==> src/rtl/tcmm_pkg.sv <==
`default_nettype none

package tcmm_pkg;

    // physical and logical chunk space
    localparam int PHYS_CHUNKS    = 1024;
    localparam int LOGICAL_CHUNKS = 1024;
    localparam int PHYS_W         = $clog2(PHYS_CHUNKS);
    localparam int LOG_W          = $clog2(LOGICAL_CHUNKS);
    localparam int PTR_W          = $clog2(PHYS_CHUNKS + 1);
    localparam int CLR_DEPTH      = (PHYS_CHUNKS > LOGICAL_CHUNKS) ? PHYS_CHUNKS : LOGICAL_CHUNKS;
    localparam int CLR_W          = $clog2(CLR_DEPTH);

    // port field widths
    localparam int CFG_W      = 11;
    localparam int CFG_IDX_W  = 2;
    localparam int TIER_W     = 2;
    localparam int LC_IN_W    = 10;
    localparam int PC_OUT_W   = 10;
    localparam int PAIR_W     = 32;
    localparam int NUM_PAIRS  = 9;
    localparam int SLOT_W     = 4;
    localparam int IN_DATA_W  = 16;
    localparam int OUT_DATA_W = 48;

    // register reset values
    localparam logic [CFG_W-1:0] FAST_RST  = CFG_W'(256);
    localparam logic [CFG_W-1:0] MID_RST   = CFG_W'(256);
    localparam logic [CFG_W-1:0] TOTAL_RST = CFG_W'(1024);

    // tier codes
    localparam logic [TIER_W-1:0] TIER_FAST = 2'd0;
    localparam logic [TIER_W-1:0] TIER_MID  = 2'd1;
    localparam logic [TIER_W-1:0] TIER_SLOW = 2'd2;

    // register indexes
    localparam logic [CFG_IDX_W-1:0] CFG_FAST  = 2'd0;
    localparam logic [CFG_IDX_W-1:0] CFG_MID   = 2'd1;
    localparam logic [CFG_IDX_W-1:0] CFG_TOTAL = 2'd2;

    typedef enum logic [2:0] {
        ST_CLEAR,
        ST_IDLE,
        ST_LOOKUP,
        ST_CHECK,
        ST_SCAN,
        ST_FREE,
        ST_WRITE,
        ST_FINISH
    } state_t;

    typedef struct packed {
        logic clr_step;
        logic accept;
        logic fwd_rd;
        logic scan_start;
        logic scan_step;
        logic set_full;
        logic free_old;
        logic write_new;
        logic finish;
    } cmd_t;

    typedef struct packed {
        logic clr_last;
        logic same_tier;
        logic hit;
        logic exhausted;
        logic out_free;
    } status_t;

    // range end limited to the physical space
    function automatic logic [PTR_W-1:0] clamp_phys(input logic [CFG_W:0] v);
        logic [PTR_W-1:0] r;
        if (v > (CFG_W+1)'(PHYS_CHUNKS))
            r = PTR_W'(PHYS_CHUNKS);
        else
            r = v[PTR_W-1:0];
        return r;
    endfunction

    // tier code three is slow
    function automatic logic [TIER_W-1:0] fold_tier(input logic [TIER_W-1:0] t);
        logic [TIER_W-1:0] r;
        r = (t > TIER_SLOW) ? TIER_SLOW : t;
        return r;
    endfunction

endpackage

`default_nettype wire

==> src/rtl/tcmm_ctrl.sv <==
`default_nettype none

module tcmm_ctrl (
    input  wire logic             clk,
    input  wire logic             rst_n,
    input  wire logic             in_valid,
    output tcmm_pkg::cmd_t        cmd,
    input  tcmm_pkg::status_t     status,
    output logic                  in_ready
);
    import tcmm_pkg::*;

    state_t state_reg;
    state_t state_next;

    always_ff @(posedge clk or negedge rst_n)
    begin
        if (!rst_n)
            state_reg <= ST_CLEAR;
        else
            state_reg <= state_next;
    end

    always_comb
    begin
        state_next = state_reg;
        case (state_reg)
            ST_CLEAR:
                if (status.clr_last)
                    state_next = ST_IDLE;
            ST_IDLE:
                if (in_valid)
                    state_next = ST_LOOKUP;
            ST_LOOKUP:
                state_next = ST_CHECK;
            ST_CHECK:
                state_next = status.same_tier ? ST_FINISH : ST_SCAN;
            ST_SCAN:
                if (status.hit)
                    state_next = ST_FREE;
                else if (status.exhausted)
                    state_next = ST_FINISH;
            ST_FREE:
                state_next = ST_WRITE;
            ST_WRITE:
                state_next = ST_FINISH;
            ST_FINISH:
                if (status.out_free)
                    state_next = ST_IDLE;
            default:
                state_next = ST_IDLE;
        endcase
    end

    always_comb
    begin
        cmd      = '0;
        in_ready = 1'b0;
        case (state_reg)
            ST_CLEAR:
                cmd.clr_step = 1'b1;
            ST_IDLE:
            begin
                in_ready   = 1'b1;
                cmd.accept = in_valid;
            end
            ST_LOOKUP:
                cmd.fwd_rd = 1'b1;
            ST_CHECK:
                cmd.scan_start = !status.same_tier;
            ST_SCAN:
            begin
                cmd.scan_step = !status.hit && !status.exhausted;
                cmd.set_full  = !status.hit && status.exhausted;
            end
            ST_FREE:
                cmd.free_old = 1'b1;
            ST_WRITE:
                cmd.write_new = 1'b1;
            ST_FINISH:
                cmd.finish = status.out_free;
            default:
                cmd = '0;
        endcase
    end

endmodule

`default_nettype wire

==> config.mk <==
export PLATFORM = sky130hd
export DESIGN_NAME = tcmm_ctrl
export DESIGN_NICKNAME = d
export VERILOG_FILES = /design/src/rtl/tcmm_pkg.sv /design/src/rtl/tcmm_ctrl.sv
export SDC_FILE = /design/constraint.sdc
export NUM_CORES = 1
export LEC_CHECK = 0
export BUFFER_PORTS_ARGS = -buffer_cell sky130_fd_sc_hd__buf_2
export CORE_AREA = 5 5 42 44
export DETAILED_ROUTE_END_ITERATION = 10
export DIE_AREA = 0 0 47 49
export PLACE_DENSITY = 0.48
export RECOVER_POWER = 25
export SLEW_MARGIN = 20
export SYNTH_ARGS = -nofsm -noshare
export SYNTH_HDL_FRONTEND = slang
export SYNTH_SLANG_ARGS = --single-unit
==> constraint.sdc <==
create_clock -name clk -period 3.3 [get_ports clk]
set_input_delay 0.33 -clock clk [delete_from_list [all_inputs] [get_ports clk]]
set_output_delay 0.33 -clock clk [all_outputs]
set_load 0.02 [all_outputs]
==> run_results.csv <==
group,metric,value,unit
cells_and_area,instances_no_fill,72,
worst_setup_path,critPathCaptureType,"output pin",
drt,routedWlPerCell,11.1,um
clock_tree,numCtsBuffers,3,
timing,fmax,0.536,GHz
die,top_level_ports,18,
timing,worst_pin_slew,0.416,ns
timing,setup_viol_count_final,0,
clock_tree,clockRootBuffer,"clkbuf_4",
logic_synthesis,postSynthCellCount,37,
run,drv_cap,0,
logic_synthesis,syn_area,302,sq um
die,placementRows,14,
logic_synthesis,synth_area_per_cell,8.15,sq um
clock_tree,cts.sinks,3,
die,die_area,2300,sq um
timing,finalClockSkew,0.000136,ns
worst_setup_path,worstPathMaxFanout,15,
grt,grt_max_degree,16,
power_and_ir_drop,leakagePower,0.000214,uW
status,outcome,"complete, no violations",
worst_setup_path,r2r_start,"state_reg[0]$_DFFE_PN0P_",
clock_tree,htree_levels,1,
drt,first_pass_iters,3,
worst_setup_path,r2r_cells,3,
worst_setup_path,r2r-end,"state_reg[0]$_DFFE_PN0P_",
grt,grt_usage,0.0734,
clock_tree,clk_latency,0.23,ns
power_and_ir_drop,power.density,875,nW/um^2
timing,drv_slew,0,
logic_synthesis,yosys_warnings,0,
worst_setup_path,crit_chain,"nor2b_1 > nor3b_2 > buf_2",
power_and_ir_drop,p_int,192,uW
cells_and_area,num_antenna_cells,0,
die,fp.coreArea,1400,sq um
worst_setup_path,cp.arrival,1.54,ns
worst_setup_path,crit_end,"cmd[4]",
placed_design,place_ws,1.70,ns
drt,drc,0,
clock_tree,cts_buffer_depth,2,
placed_design,placed_cells,67,
logic_synthesis,ys_ff_latch,3,
worst_setup_path,reg2reg_slack,1.97,ns
timing,worst_slack,1.43,ns
cells_and_area,drive_gt1_frac,0.411,
grt,grt_overflow,0,
drt,wirelength,796,um
die,die_y,49,um
placed_design,gp_congestion,0.728,
die,initial_utilization,0.215,
logic_synthesis,synth-seq-area-share,0.249,
logic_synthesis,ys_types,24,
grt,grt_pass1_wl,1270,um
grt,grt_pass1_vias,302,
power_and_ir_drop,clock_power_share,0.172,
timing,slew_headroom,0.723,
cells_and_area,areaGrowthSynthToFinish,40.7,%
drt,first_iter_violations,5,
clock_tree,path_clk_slew,0.04,ns
worst_setup_path,required,2.97,ns
cells_and_area,nets,65,
timing,period_needed,1.87,ns
power_and_ir_drop,p_switching,180,uW
logic_synthesis,syn_nets,45,
timing,fin_crit_sh,0.565,
timing,rsz0062_at_grt,"false",
worst_setup_path,path_class,"reg2out",
timing,setup_tns,0,ns
worst_setup_path,cp_slowest_cell,"dfrtp_1",
min_path,hold_path_class,"in2async",
die,die_w,47,um
power_and_ir_drop,worst_ir_drop_vdd,0.299,mV
power_and_ir_drop,p_seq_frac,0.308,
worst_setup_path,critPathMaxStageDelay,0.58,ns
clock_tree,cts_resized,0,
timing,hold_viol,0,
power_and_ir_drop,combPwrFrac,0.520,
grt,antenna_found_initial,0,
placed_design,portBuffers,17,
cells_and_area,largest_reg_flops,3,
worst_setup_path,crit_path_start_kind,"flip-flop",
power_and_ir_drop,p_sw_frac,0.484,
clock_tree,cts_tree,"yes",
drt,ant_nets,0,
worst_setup_path,crit_start,"state_reg[2]$_DFFE_PN0P_",
cells_and_area,fillers,164,
drt,vias,336,
drt,post_drt_via_cell_ratio,4.67,
## routing by layer
layer	global-route usage	wire length (um)	share of wire	up-vias
li1	-	-	-	171
met1	0.0951	360	0.45	156
met2	0.109	373	0.47	9
met3	0.0148	62	0.078	0
met4	0.0415	0	0	0
met5	0	0	0	-
## cells by family after synthesis
logic type / synth area share
AOI/OAI and AO/OA: 0.191
muxes: 0.0332
buffers and inverters: 0.0581
and+or+nand+nor: 0.469
DFF: 0.249
## Yosys cell counts, drive strengths merged
| master | count | area share |
|---|---|---|
| dfrtp | 3 | 0.25 |
| nor2 | 5 | 0.062 |
| nor2b | 2 | 0.041 |
| a22o | 1 | 0.029 |
| nor4 | 1 | 0.041 |
| nor3 | 2 | 0.033 |
| mux2i | 1 | 0.033 |
| o31ai | 1 | 0.025 |
| nand3b | 1 | 0.025 |
| nand2 | 2 | 0.025 |
| o22ai | 1 | 0.021 |
| o21ai | 2 | 0.033 |
| buf | 3 | 0.058 |
| and3b | 3 | 0.091 |
| a21oi | 2 | 0.033 |
| a221oi | 1 | 0.050 |
| and2 | 1 | 0.021 |
| or2 | 1 | 0.021 |
| and3 | 2 | 0.041 |
| nor3b | 2 | 0.066 |
## layout make-up
| type | instances | area [sq um] | area share |
|---|---|---|---|
| Sequential cell | 3 | 75.1 | 0.177 |
| Clock buffer | 4 | 26.3 | 0.0619 |
| Multi-Input combinational cell | 31 | 209 | 0.493 |
| Timing Repair Buffer | 18 | 93.8 | 0.221 |
| Tap cell | 16 | 20.0 | 0.0472 |
## power groups by stage
stage / sequential, uW / clock [uW] / combinational, uW
detailed placement: 114 / 0 / 196
global placement: 116 / 0 / 194
finish: 115 / 63.8 / 193
global route: 124 / 70.9 / 214
floorplan: 72.5 / 0 / 191
CTS: 115 / 68.0 / 198
## placed cells by master, fill, tap and decap left out, drive strengths merged
| cell | count |
|---|---|
| buf | 16 |
| nor2 | 5 |
| clkbuf | 5 |
| dfrtp | 3 |
| and3b | 3 |
| nor2b | 2 |
| and3 | 2 |
| nand2 | 2 |
| nor3 | 2 |
| a21oi | 2 |
| nor3b | 2 |
| o21ai | 2 |
| and2 | 1 |
| or2 | 1 |
| nor4 | 1 |
| o22ai | 1 |
| mux2i | 1 |
| a221oi | 1 |
| nand3b | 1 |
| o31ai | 1 |
| a22o | 1 |
| dlygate4sd3 | 1 |
## stage by stage
stage	cell area (sq um)	util	power [uW]	hold slack, ns
finish	424	0.303	371	0.434
global route	424	0.303	409	0.465
CTS	425	0.304	380	0.413
detailed placement	389	0.278	310	0.128
global placement	389	0.278	311	0.127
floorplan	302	-	263	0.0344
## worst max-delay path: cells and delay by family (launching register included)
family	cells	cell delay, ns
DFF	1	0.58
buffers and inverters	1	0.21
and+or+nand+nor	2	0.50
## what timing repair did
action,in CTS,in global routing
hold buffers,1,0
buffers inserted,0,0
hold endpoints to repair,3,0
## how the worst min path moves through the flow
stage | end | cells after the start
after floorplan | state_reg[0]$_DFFE_PN0P_ | 0
after global placement | state_reg[2]$_DFFE_PN0P_ | 1
after detailed placement | state_reg[2]$_DFFE_PN0P_ | 1
after CTS | state_reg[2]$_DFFE_PN0P_ | 2
after global routing | state_reg[0]$_DFFE_PN0P_ | 2
final | state_reg[2]$_DFFE_PN0P_ | 2
No activity file was read; power rests on OpenSTA's default activity.
